===== config.mk =====
export PLATFORM = sky130hd
export DESIGN_NAME = npc_ctrl
export DESIGN_NICKNAME = d
export VERILOG_FILES = /design/src/rtl/core/npc_pkg.sv /design/src/rtl/core/npc_ctrl.sv
export SDC_FILE = /design/constraint.sdc
export NUM_CORES = 1
export LEC_CHECK = 0
export BUFFER_PORTS_ARGS = -buffer_cell sky130_fd_sc_hd__buf_2
export CORE_AREA = 2 2 39 41
export DETAILED_ROUTE_END_ITERATION = 7
export DIE_AREA = 0 0 41 43
export GPL_TIMING_DRIVEN = 0
export PLACE_DENSITY = 0.49
export RECOVER_POWER = 50
export SYNTH_ARGS = -nofsm -noshare
export SYNTH_HDL_FRONTEND = slang
export SYNTH_SLANG_ARGS = --single-unit
export TNS_END_PERCENT = 100

===== constraint.sdc =====
create_clock -name clk -period 1.6 [get_ports clk]
set_input_delay 0.16 -clock clk [delete_from_list [all_inputs] [get_ports clk]]
set_output_delay 0.16 -clock clk [all_outputs]
set_load 0.02 [all_outputs]

===== src/rtl/core/npc_pkg.sv =====
`timescale 1ns / 1ps

package npc_pkg;

    localparam int NPC_ENTRIES = 256;

    typedef enum logic [1:0] {
        MODE_FIND  = 2'd0,
        MODE_WRITE = 2'd1,
        MODE_READ  = 2'd2
    } npc_mode_t;

    typedef struct packed {
        logic load_op;
        logic scan_step;
        logic rd_issue;
        logic load_find;
        logic load_read;
    } npc_cmd_t;

    typedef struct packed {
        logic scan_last;
        logic pipe_busy;
        logic out_free;
    } npc_status_t;

    function automatic logic [4:0] npc_expand_r(input logic [2:0] v);
        logic [4:0] res;
        unique case (v)
            3'd0: res = 5'd0;
            3'd1: res = 5'd4;
            3'd2: res = 5'd8;
            3'd3: res = 5'd13;
            3'd4: res = 5'd17;
            3'd5: res = 5'd22;
            3'd6: res = 5'd26;
            default: res = 5'd31;
        endcase
        return res;
    endfunction

    function automatic logic [5:0] npc_expand_g(input logic [2:0] v);
        logic [5:0] res;
        unique case (v)
            3'd0: res = 6'd0;
            3'd1: res = 6'd9;
            3'd2: res = 6'd18;
            3'd3: res = 6'd27;
            3'd4: res = 6'd36;
            3'd5: res = 6'd45;
            3'd6: res = 6'd54;
            default: res = 6'd63;
        endcase
        return res;
    endfunction

    function automatic logic [4:0] npc_expand_b(input logic [1:0] v);
        logic [4:0] res;
        unique case (v)
            2'd0: res = 5'd0;
            2'd1: res = 5'd10;
            2'd2: res = 5'd20;
            default: res = 5'd31;
        endcase
        return res;
    endfunction

    // Power-on palette color of an entry, before the black and white ends are forced.
    function automatic logic [15:0] npc_reset_color(input logic [7:0] idx);
        return {npc_expand_r(idx[7:5]), npc_expand_g(idx[4:2]), npc_expand_b(idx[1:0])};
    endfunction

endpackage


===== src/rtl/core/npc_ctrl.sv =====
`timescale 1ns / 1ps

module npc_ctrl
(
    input  logic                 clk,
    input  logic                 rst_n,
    input  logic                 in_valid,
    output logic                 in_stall,
    input  logic [1:0]           mode,
    input  npc_pkg::npc_status_t status,
    output npc_pkg::npc_cmd_t    cmd
);
    import npc_pkg::*;

    typedef enum logic [2:0] {
        ST_IDLE,
        ST_SCAN,
        ST_DRAIN,
        ST_FRES,
        ST_RD,
        ST_RRES
    } state_t;

    state_t state_reg;
    state_t state_next;
    logic   accept;

    assign in_stall = (state_reg != ST_IDLE);
    assign accept   = in_valid && !in_stall;

    always_comb
    begin
        cmd        = '0;
        state_next = state_reg;
        unique case (state_reg)
            ST_IDLE:
            begin
                if (accept)
                begin
                    cmd.load_op = 1'b1;
                    if (mode == MODE_FIND)
                    begin
                        state_next = ST_SCAN;
                    end
                    else if (mode == MODE_READ)
                    begin
                        state_next = ST_RD;
                    end
                end
            end
            ST_SCAN:
            begin
                cmd.scan_step = 1'b1;
                if (status.scan_last)
                begin
                    state_next = ST_DRAIN;
                end
            end
            ST_DRAIN:
            begin
                if (!status.pipe_busy)
                begin
                    state_next = ST_FRES;
                end
            end
            ST_FRES:
            begin
                if (status.out_free)
                begin
                    cmd.load_find = 1'b1;
                    state_next    = ST_IDLE;
                end
            end
            ST_RD:
            begin
                cmd.rd_issue = 1'b1;
                state_next   = ST_RRES;
            end
            ST_RRES:
            begin
                if (status.out_free)
                begin
                    cmd.load_read = 1'b1;
                    state_next    = ST_IDLE;
                end
            end
            default:
            begin
                state_next = ST_IDLE;
            end
        endcase
    end

    always_ff @(posedge clk or negedge rst_n)
    begin
        if (!rst_n)
        begin
            state_reg <= ST_IDLE;
        end
        else
        begin
            state_reg <= state_next;
        end
    end

    a_load_when_free: assert property (@(posedge clk) disable iff (!rst_n)
        (cmd.load_find || cmd.load_read) |-> status.out_free)
        else $error("result loaded while output register busy");

    a_scan_ends: assert property (@(posedge clk) disable iff (!rst_n)
        (state_reg == ST_SCAN && status.scan_last) |=> (state_reg == ST_DRAIN))
        else $error("scan did not stop after last entry");

    a_read_issue: assert property (@(posedge clk) disable iff (!rst_n)
        (state_reg == ST_RD) |=> (state_reg == ST_RRES))
        else $error("read did not move on to its result");

endmodule


* Word level (Yosys, flattened, before mapping) *
Cells that the tools add are included.

word-level totals
  flip-flop bits (word level) = 3
  word-level logic and storage cells = 33
  output and inout port bits = 6
  bits in read-only memories = 0
  memories = 0
  bits in latches = 0
  RAM bits = 0

cells by class
  shift operators = 0
  reduce and logical (&&, ||, !) cells = 7
  divide/modulo/power cells = 0
  add/subtract/negate cells = 0
  $mul = 0
  equal/unequal tests = 11
  bitwise gates (word level) = 0
  magnitude comparators = 0
  mux-type cells = 14

operator list
  operator              number
  $mux W3               6
  $pmux W3 S5           1
  $mux W1               7
  $eq A3 B2 Y1 const B  2
  $eq A3 B3 Y1 const B  2
  $ne A2 B2 Y1 const B  3
  $reduce_and A5 Y1     1
  $eq A3 B1 Y1 const B  1
  $logic_not A3 Y1      1
  $ne A3 B3 Y1 const B  1
  $reduce_bool A3 Y1    1
  $eq A2 B2 Y1 const B  1
  $logic_not A2 Y1      1
  $ne A2 B1 Y1 const B  1
  $reduce_or A2 Y1      1
  $logic_and A1 B1 Y1   1
  $logic_not A1 Y1      1

* Logic depth before layout (Yosys ltp) *
Gate-level depths: netlist of run 1.

  depth in word-level cells = 5
  gate-level depth with buffers = 4

* Worst setup path after synthesis of run 1 *
Ideal clock, no wire load.

  kind = register to output
  start point = reg state_reg[2]
  end point = out cmd[4] (netlist name)
  arrival time = 1224 ps
  cell stages (with the launch flop) = 4
  path buffers = 1
  data required time = 1440 ps
  slack = 216 ps
  cells stage by stage = dfrtp_1 buf_2 or3_4 nor2_1

RTL lines
  item                    RTL line         source
  start, declared         npc_ctrl.sv:24   state_t state_reg;
  start signal, assigned  npc_ctrl.sv:102  state_reg <= state_next;
  end, declared           npc_ctrl.sv:11   output npc_pkg::npc_cmd_t cmd

==> results of run 1 <==
==> layout make-up <==
type	instances	area, sq um	area share
sequential	3	76.3	0.201
multi-input combinational	23	161	0.426
inverter	2	7.51	0.0198
timing repair buffer	14	76.3	0.201
clock buffer	4	26.3	0.0693
tap	16	20.0	0.0528
buffer	1	11.3	0.0297
==> Yosys cell counts, drive strengths merged <==
library cell | n | area [sq um]
nand2 | 3 | 11.3
clkbuf | 1 | 3.75
o31a | 1 | 8.76
a211o | 1 | 8.76
a2bb2oi | 1 | 15.0
nand2b | 1 | 6.26
inv | 2 | 7.51
nand3b | 2 | 15.0
o21ai | 1 | 5.00
o221ai | 1 | 15.0
dfrtp | 3 | 75.1
nor3b | 2 | 26.3
a22oi | 1 | 7.51
a21oi | 2 | 10.0
nor3 | 2 | 10.0
nor2 | 4 | 17.5
buf | 2 | 16.3
or3 | 1 | 11.3
==> cell families after synthesis <==
logic type / count (synthesis) / synth area share
flops: 3 / 0.278
simple gates: 15 / 0.361
buf+inv: 5 / 0.102
compound gates: 8 / 0.259
==> metrics by stage <==
step | instances | utilization | setup WS, ns | power, W | hold slack (ns)
2_1_floorplan | 31 | - | 0.216 | 0.000577 | -0.136
3_3_place_gp | 60 | 0.257 | 0.284 | 0.000698 | -0.0413
3_5_place_dp | 60 | 0.257 | 0.274 | 0.000702 | -0.0391
4_1_cts | 65 | 0.283 | 0.0278 | 0.000840 | 0.205
5_1_grt | 63 | 0.274 | 0.0305 | 0.000888 | 0.225
6_report | 63 | 0.274 | 0.121 | 0.000797 | 0.213
==> per-layer routing <==
| layer | wire length (microns) | part of all wire | track usage | vias up |
|---|---|---|---|---|
| met1 | 244 | 0.41 | 0.103 | 125 |
| met4 | 0 | 0 | 0.0600 | 0 |
| li1 | - | - | - | 143 |
| met3 | 22 | 0.037 | 0.0628 | 0 |
| met2 | 328 | 0.55 | 0.141 | 4 |
| met5 | 0 | 0 | 0 | - |
==> repair_timing <==
| action | in CTS | in global routing |
|---|---|---|
| resized for setup | 0 | 2 |
| hold endpoints to repair | 3 | 0 |
| setup endpoints to repair | 0 | 1 |
| hold buffers | 1 | 0 |
==> how the worst min path moves through the flow <==
stage | endpoint | slack (ns) | cells past startpoint
2_1_floorplan | state_reg[0]$_DFFE_PN0P_ | -0.14 | 0
3_3_place_gp | state_reg[2]$_DFFE_PN0P_ | -0.04 | 1
3_5_place_dp | state_reg[0]$_DFFE_PN0P_ | -0.04 | 1
4_1_cts | state_reg[1]$_DFFE_PN0P_ | 0.20 | 3
5_1_grt | state_reg[1]$_DFFE_PN0P_ | 0.23 | 3
6_report | state_reg[1]$_DFFE_PN0P_ | 0.21 | 3
==> worst max-delay path: stages (launching register included) <==
cell and delay [ns]:
dfrtp_1 0.36, buf_6 0.14, or3_4 0.36, nor2_1 0.09, buf_4 0.14
==> where the power goes <==
group,switching [W],total (W),internal (W),leakage [nW]
combinational,0.000249,0.000481,0.000232,0.126
sequential,0.0000697,0.000188,0.000118,0.0360
clock,0.0000348,0.000128,0.0000932,0.0150
==> out/metrics.cfg, run 1 <==
[outcome]
status = finished, final reports clean

[clocking]
clock_path_buffers = 2
cts_sinks = 3
cts_buffers = 3
tritoncts = yes
cts_root_buf = clkbuf_4
cts_setup_buffers = 0
path_clk_slew_ns = 0.03
htree_levels = 1
insertion_delay_ns = 0.23

[layout]
drive_above_1_share = 0.447
finalInstanceArea_sq_um = 379
areaGrowthSynthToFinish_pct = 40.3
final_common_cell = buf_2
n_antenna_cell = 0
layout_common_cells = 11 x buf_2, 3 x nor2_1, 3 x nand2_1, 3 x clkbuf_4
nNetsFinal = 56
largest_register_ffs = 3
fillCellCount = 170

[detailed_routing]
drtIter0Drc = 1
routedWlPerCell_microns = 9.44
drc = 0
drt_wl_total_microns = 595
via_per_inst = 4.32
dr.pass1.iters = 3
vias = 272
ant_nets = 0

[critical_path]
ff2ff_setup_slack_ns = 0.36
end_kind = output pin
crit_end = cmd[4]
cp-start-kind = register
reg2reg_to = state_reg[0]$_DFFE_PN0P_
regToRegStartpoint = state_reg[1]$_DFFE_PN0P_
required_ns = 1.44
path_max_fanout = 9
crit_start = state_reg[0]$_DFFE_PN0P_
crit_arrival_ns = 1.32
path_class = register to output pin
r2r_cells = 3

[power]
peakVddDrop_mv = 0.667
p_leak_nw = 0.177
p_per_area_nw_per_um2 = 2100

[floorplanning]
die_x_microns = 41
dieArea_sq_um = 1760
start_util = 0.195
core_sq_um = 1380
num_rows = 14
pin_count = 14
die-height_microns = 43

[yosys]
syn_nets = 39
ys_warn_count = 0
syn_inst = 31
mappedNetlistArea_sq_um = 270
synth-seq-area-share = 0.278
yosysUniqueCellTypes = 21
synth_seq_cells = 3
syn_area_per_cell_sq_um = 8.72

[global_route]
grt_start_max_net_pins = 11
antenna_found_initial = 0
grt_pass1_wl_microns = 1110
grt_pass1_vias = 291
grtUsageTotal = 0.0984
overflow = 0

[sta]
worstMarginPinSlew_ns = 0.304
setup_viol = 0
slew_viol_final = 0
skew_ns = 0.00104
finalCritPeriodShare = 0.924
finalHoldViolCount = 0
relSlewSlack = 0.797
fin_crit_ns = 1.48
fmax_ghz = 0.676
fin_tns_setup_ns = 0
rsz0062_at_grt = no

[flow_run]
cap_viol_max_count = 0

[worst_hold_path]
hold_start = status[2]
hold_class = input port to register

[placed_design]
placed_area_sq_um = 355
port_buffers = 13
place.gp.congestion = 0.649

Power figures use the tool's default switching activity.
==> run 2: changes to the inputs <==
--- a/config.mk
+++ b/config.mk
@@ -6,11 +6,13 @@
 export NUM_CORES = 1
 export LEC_CHECK = 0
 export BUFFER_PORTS_ARGS = -buffer_cell sky130_fd_sc_hd__buf_2
+export CELL_PAD_IN_SITES_DETAIL_PLACEMENT = 0
+export CELL_PAD_IN_SITES_GLOBAL_PLACEMENT = 1
 export CORE_AREA = 2 2 39 41
 export DETAILED_ROUTE_END_ITERATION = 7
 export DIE_AREA = 0 0 41 43
 export GPL_TIMING_DRIVEN = 0
-export PLACE_DENSITY = 0.49
+export PLACE_DENSITY = 0.62
 export RECOVER_POWER = 50
 export SYNTH_ARGS = -nofsm -noshare
 export SYNTH_HDL_FRONTEND = slang
==> run 2 against run 1 <==
  * Largest power group unchanged
  * Sequential cell count unchanged
  * Clock skew up 0.0028 ns
  * Core utilization unchanged
  * Count of clock-buffer cells in the layout unchanged
  * Via count down 1.8%
  * Critical path depth down 1
  * Non-clock buffer count unchanged
  * Final cell count unchanged
  * Highest routed layer unchanged
==> out/metrics.cfg, run 2 (synthesis results as in run 1) <==
[clocking]
htree_levels = 1
cts_root_buf = clkbuf_4
tritoncts = yes
cts_sinks = 3
clock_path_buffers = 2
cts_buffers = 3
path_clk_slew_ns = 0.04
insertion_delay_ns = 0.23

[floorplanning]
start_util = 0.195
die_x_microns = 41
num_rows = 14
die-height_microns = 43
pin_count = 14
dieArea_sq_um = 1760
core_sq_um = 1380

[global_route]
grt_pass1_wl_microns = 1080
overflow = 0
grt_start_max_net_pins = 11
grtUsageTotal = 0.0935
grt_pass1_vias = 263
antenna_found_initial = 0

[detailed_routing]
drt_wl_total_microns = 645
via_per_inst = 4.24
vias = 267
routedWlPerCell_microns = 10.2
dr.pass1.iters = 2
wl_met1_microns = 308
drtIter0Drc = 1
wl_met3_microns = 43
ant_nets = 0
drc = 0
top_layer_used = met3
dr_wl_met2_microns = 293

[outcome]
status = finished, final reports clean

[placed_design]
place.gp.congestion = 0.645
dp_hpwl_microns = 450
placed_area_sq_um = 355
port_buffers = 13

[critical_path]
ff2ff_setup_slack_ns = 0.34
path_max_fanout = 10
regToRegStartpoint = state_reg[1]$_DFFE_PN0P_
cp-start-kind = register
cpPeakStageDelay_ns = 0.46
slowest_stage = dfrtp_2
required_ns = 1.44
path_class = register to output pin
crit_chain = or3_4 -> nor2_1 -> buf_4
crit_arrival_ns = 1.33
reg2reg_to = state_reg[0]$_DFFE_PN0P_
r2r_cells = 3
end_kind = output pin

[layout]
nNetsFinal = 56
n_antenna_cell = 0
largest_register_ffs = 3
layout_common_cells = 11 x buf_2, 3 x nor2_1, 3 x nand2_1, 3 x clkbuf_4
drive_above_1_share = 0.447
finalInstanceArea_sq_um = 379
final_common_cell = buf_2
areaGrowthSynthToFinish_pct = 40.3

[power]
power_w = 0.000807
peakVddDrop_mv = 0.415
p_per_area_nw_per_um2 = 2130
p_leak_nw = 0.177

[sta]
worstMarginPinSlew_ns = 0.297
relSlewSlack = 0.802
finalCritPeriodShare = 0.929
setup_viol = 0
slew_viol_final = 0
skew_ns = 0.00387
finalHoldViolCount = 0
rsz0062_at_grt = no
fmax_ghz = 0.673
fin_crit_ns = 1.49
fin_tns_setup_ns = 0

[worst_hold_path]
hold_class = input port to register
holdPathEnd = state_reg[1]$_DFFE_PN0P_
min_path_cells = 3
hold_start = status[2]

[flow_run]
cap_viol_max_count = 0

[run 2: cell counts in the layout (fill, tap and decap cells not counted)]
Identical to the previous run, type by type.
[run 2: worst max path at each step]
| stage | startpoint | to | slack [ns] | depth (start not counted) |
|---|---|---|---|---|
| final | state_reg[2]$_DFFE_PN0P_ | cmd[4] | 0.11 | 3 |
| after global routing | state_reg[2]$_DFFE_PN0P_ | cmd[4] | 0.02 | 3 |
| after CTS | state_reg[2]$_DFFE_PN0P_ | cmd[4] | 0.01 | 4 |
| after detailed placement | state_reg[1]$_DFFE_PN0P_ | cmd[4] | 0.27 | 4 |
| after global placement | state_reg[1]$_DFFE_PN0P_ | cmd[4] | 0.27 | 4 |
| after floorplan | state_reg[2]$_DFFE_PN0P_ | cmd[4] | 0.22 | 3 |
[run 2: routing by layer]
metal,vias to the layer above,track usage
li1,142,-
met1,116,0.126
met2,9,0.122
met3,0,0.0314
met4,0,0.0600
met5,-,0
[run 2: area by class of cell]
cell class                      count  area [sq um]
Buffer                              1          11.3
Clock buffer                        4          26.3
Fill cell                         157          1000
Inverter                            2          7.51
Multi-Input combinational cell     23           161
Sequential cell                     3          76.3
Tap cell                           16          20.0
Timing Repair Buffer               14          76.3
[run 2: repair_timing]
item | CTS | global route
buffers inserted | 0 | 0
gates resized for setup | 0 | 2
hold buffers | 1 | 0
endpoints found under the hold margin | 3 | 0
endpoints found under the setup margin | 0 | 1
[run 2: power by group]
part	internal, W	leakage [nW]	switching (W)
Combinational	0.000232	0.126	0.000255
Sequential	0.000118	0.0360	0.0000694
Clock	0.0000935	0.0150	0.0000388
Total	0.000443	0.177	0.000363
[run 2: through the flow]
step	utilization	cells	hold WS, ns	setup WS (ns)
after floorplan	-	31	-0.136	0.216
after global placement	0.257	60	-0.0454	0.270
after detailed placement	0.257	60	-0.0442	0.274
after CTS	0.283	65	0.203	0.0119
after global routing	0.274	63	0.211	0.0221
final	0.274	63	0.214	0.113
[run 2: worst max-delay path, delay by kind of cell (launching register included)]
kind,cells,cell delay (ns)
buffers and inverters,1,0.14
flip-flops,1,0.46
AND/OR/NAND/NOR,2,0.49
==> run 3: changes to the inputs <==
--- a/config.mk
+++ b/config.mk
@@ -5,6 +5,7 @@
 export SDC_FILE = /design/constraint.sdc
 export NUM_CORES = 1
 export LEC_CHECK = 0
+export ABC_AREA = 1
 export BUFFER_PORTS_ARGS = -buffer_cell sky130_fd_sc_hd__buf_2
 export CELL_PAD_IN_SITES_DETAIL_PLACEMENT = 0
 export CELL_PAD_IN_SITES_GLOBAL_PLACEMENT = 1
@@ -12,7 +13,7 @@
 export DETAILED_ROUTE_END_ITERATION = 7
 export DIE_AREA = 0 0 41 43
 export GPL_TIMING_DRIVEN = 0
-export PLACE_DENSITY = 0.62
+export PLACE_DENSITY = 0.7
 export RECOVER_POWER = 50
 export SYNTH_ARGS = -nofsm -noshare
 export SYNTH_HDL_FRONTEND = slang
==> run 3 against run 2 <==
  * Critical endpoint unchanged
  * Area after synthesis up 17%
  * Final cell count is 33% higher
  * Global-route usage rose by 0.82 points
  * Sequential cell count stayed put
  * Register-to-register slack lost 0.04 ns
  * Cell area grew 15%
==> out/metrics.cfg, run 3 <==
[outcome]
status = finished, final reports clean

[floorplanning]
pin_count = 14
die_x_microns = 41
die-height_microns = 43
start_util = 0.229
core_sq_um = 1380
dieArea_sq_um = 1760
num_rows = 14

[detailed_routing]
drtIter0Drc = 17
ant_nets = 0
drt_wl_total_microns = 698
vias = 364
routedWlPerCell_microns = 8.31
dr.pass1.iters = 4
drc = 0
via_per_inst = 4.33

[yosys]
yosysTopAreaCellShare = 0.237
synth_seq_cells = 3
synthTopCellsByCount = 10 x nand2_1, 6 x inv_1, 6 x nor2_1
yosysMostFrequentCell = nand2_1
syn_inst = 50
synth_top_area_cell = dfrtp_1
syn_nets = 58
synth_area_leaders = dfrtp_1 24%, nand2_1 12%, nand3_1 7.9%
ys_warn_count = 0
synth-seq-area-share = 0.237
async_reset_ff_frac = 1.00
synth_flop_cell = dfrtp_1
yosysUniqueCellTypes = 15
synth_edf_count = 0
syn_area_per_cell_sq_um = 6.33
mappedNetlistArea_sq_um = 317

[layout]
layout_common_cells = 12 x buf_2, 10 x nand2_1, 8 x inv_1
nNetsFinal = 77
drive_above_1_share = 0.338
post-route-util = 0.314
n_antenna_cell = 0
final_common_cell = buf_2
areaGrowthSynthToFinish_pct = 37.2
largest_register_ffs = 3

[global_route]
overflow = 0
grt_pass1_wl_microns = 1170
grt_busiest_layer = met2
antenna_found_initial = 0
grt_use_met3 = 0.0471
grt_pass1_vias = 296
grt_start_max_net_pins = 10
gr-usage-met2 = 0.134
grtUsageMet1 = 0.130
grtUsageTotal = 0.102

[power]
peakVddDrop_mv = 0.636
p_per_area_nw_per_um2 = 1900
p_leak_nw = 0.267

[critical_path]
crit_arrival_ns = 1.30
ff2ff_setup_slack_ns = 0.30
path_class = register to output pin
regToRegStartpoint = state_reg[2]$_DFFE_PN0P_
crit_start = state_reg[2]$_DFFE_PN0P_
path_max_fanout = 9
cp-start-kind = register
required_ns = 1.44
end_kind = output pin

[clocking]
htree_levels = 1
path_clk_slew_ns = 0.04
tritoncts = yes
cts_setup_buffers = 0
clock_path_buffers = 2
cts_buffers = 3
ctsResizeCount = 0
cts_root_buf = clkbuf_4
insertion_delay_ns = 0.23
cts_sinks = 3

[sta]
finalCritPeriodShare = 0.913
fmax_ghz = 0.684
fin_tns_setup_ns = 0
worstMarginPinSlew_ns = 0.328
fin_crit_ns = 1.46
setup_viol = 0
rsz0062_at_grt = no
skew_ns = 0.00179
slew_viol_final = 0
relSlewSlack = 0.781
finalHoldViolCount = 0

[worst_hold_path]
hold_class = input port to asynchronous set/reset pin

[placed_design]
port_buffers = 13
dp_hpwl_microns = 571
place.gp.congestion = 0.762

[flow_run]
cap_viol_max_count = 0

[run 3: cell types whose count changed after synthesis, sizes merged, moves of 2 or more]
cell    before  now
inv          2   10
o21bai       0    3
nor2         4    8
nand3b       2    0
nor3b        2    0
nand3        0    8
nand2        3   12
a21oi        2    0
buf          2    0
[run 3: critical path: stages, from the launching register on]
cell and delay (ns):
dfrtp_1 0.43, inv_1 0.29, nand2_1 0.11, nor2_1 0.09
buf_2 0.16
[run 3: per-layer routing]
metal	vias up	wire [microns]	share of wire
met5	-	0	0
li1	194	-	-
met1	151	326	0.47
met3	0	63	0.090
met4	0	0	0
met2	19	308	0.44
[run 3: logic make-up (layout without fill, tap and decap cells)]
| family | count (synthesis) | after routing | share of synthesized area |
|---|---|---|---|
| AND/OR/NAND/NOR | 33 | 33 | 0.553 |
| buffers and inverters | 10 | 28 | 0.119 |
| AO/OA/AOI/OAI | 4 | 4 | 0.0909 |
| flip-flops | 3 | 3 | 0.237 |
[run 3: per-stage QoR]
stage	hold WS, ns	std cells	cell area, sq um	worst slack, ns	total power [W]
6_report	0.258	84	434	0.139	0.000824
5_1_grt	0.266	84	434	0.0490	0.000926
4_1_cts	0.243	84	438	0.170	0.000851
3_5_place_dp	-0.0435	79	402	0.420	0.000712
3_3_place_gp	-0.0458	79	402	0.403	0.000715
2_1_floorplan	-0.136	50	317	0.313	0.000584
[run 3: final cells by class]
class	count	area [sq um]
clock buffers	4	26.3
multi-input cells	37	201
inverters	10	37.5
flip-flops and latches	3	75.1
well taps	16	20.0
repair buffers	14	73.8
fillers	159	950
[run 3: final timing paths]
check	endpoint	cells after the start
worst max-delay path	cmd[4]	4
max in group asynchronous	state_reg[2]$_DFFE_PN0P_	2
worst min-delay path	state_reg[1]$_DFFE_PN0P_	2
worst max register to register	state_reg[0]$_DFFE_PN0P_	6
min in group clk	state_reg[2]$_DFFE_PN0P_	5
worst min register to register	state_reg[1]$_DFFE_PN0P_	3
[run 3: power breakdown]
group          leakage (nW)  switching [W]  internal [W]  total (W)
logic                 0.214       0.000342      0.000189   0.000530
registers            0.0380      0.0000506      0.000112   0.000162
clock network        0.0150      0.0000373     0.0000933   0.000131
total                 0.267       0.000430      0.000394   0.000824
[run 3: timing repair]
item	in CTS	in global routing
endpoints found under the setup margin	0	0
hold endpoints to repair	3	0
hold buffers	1	0
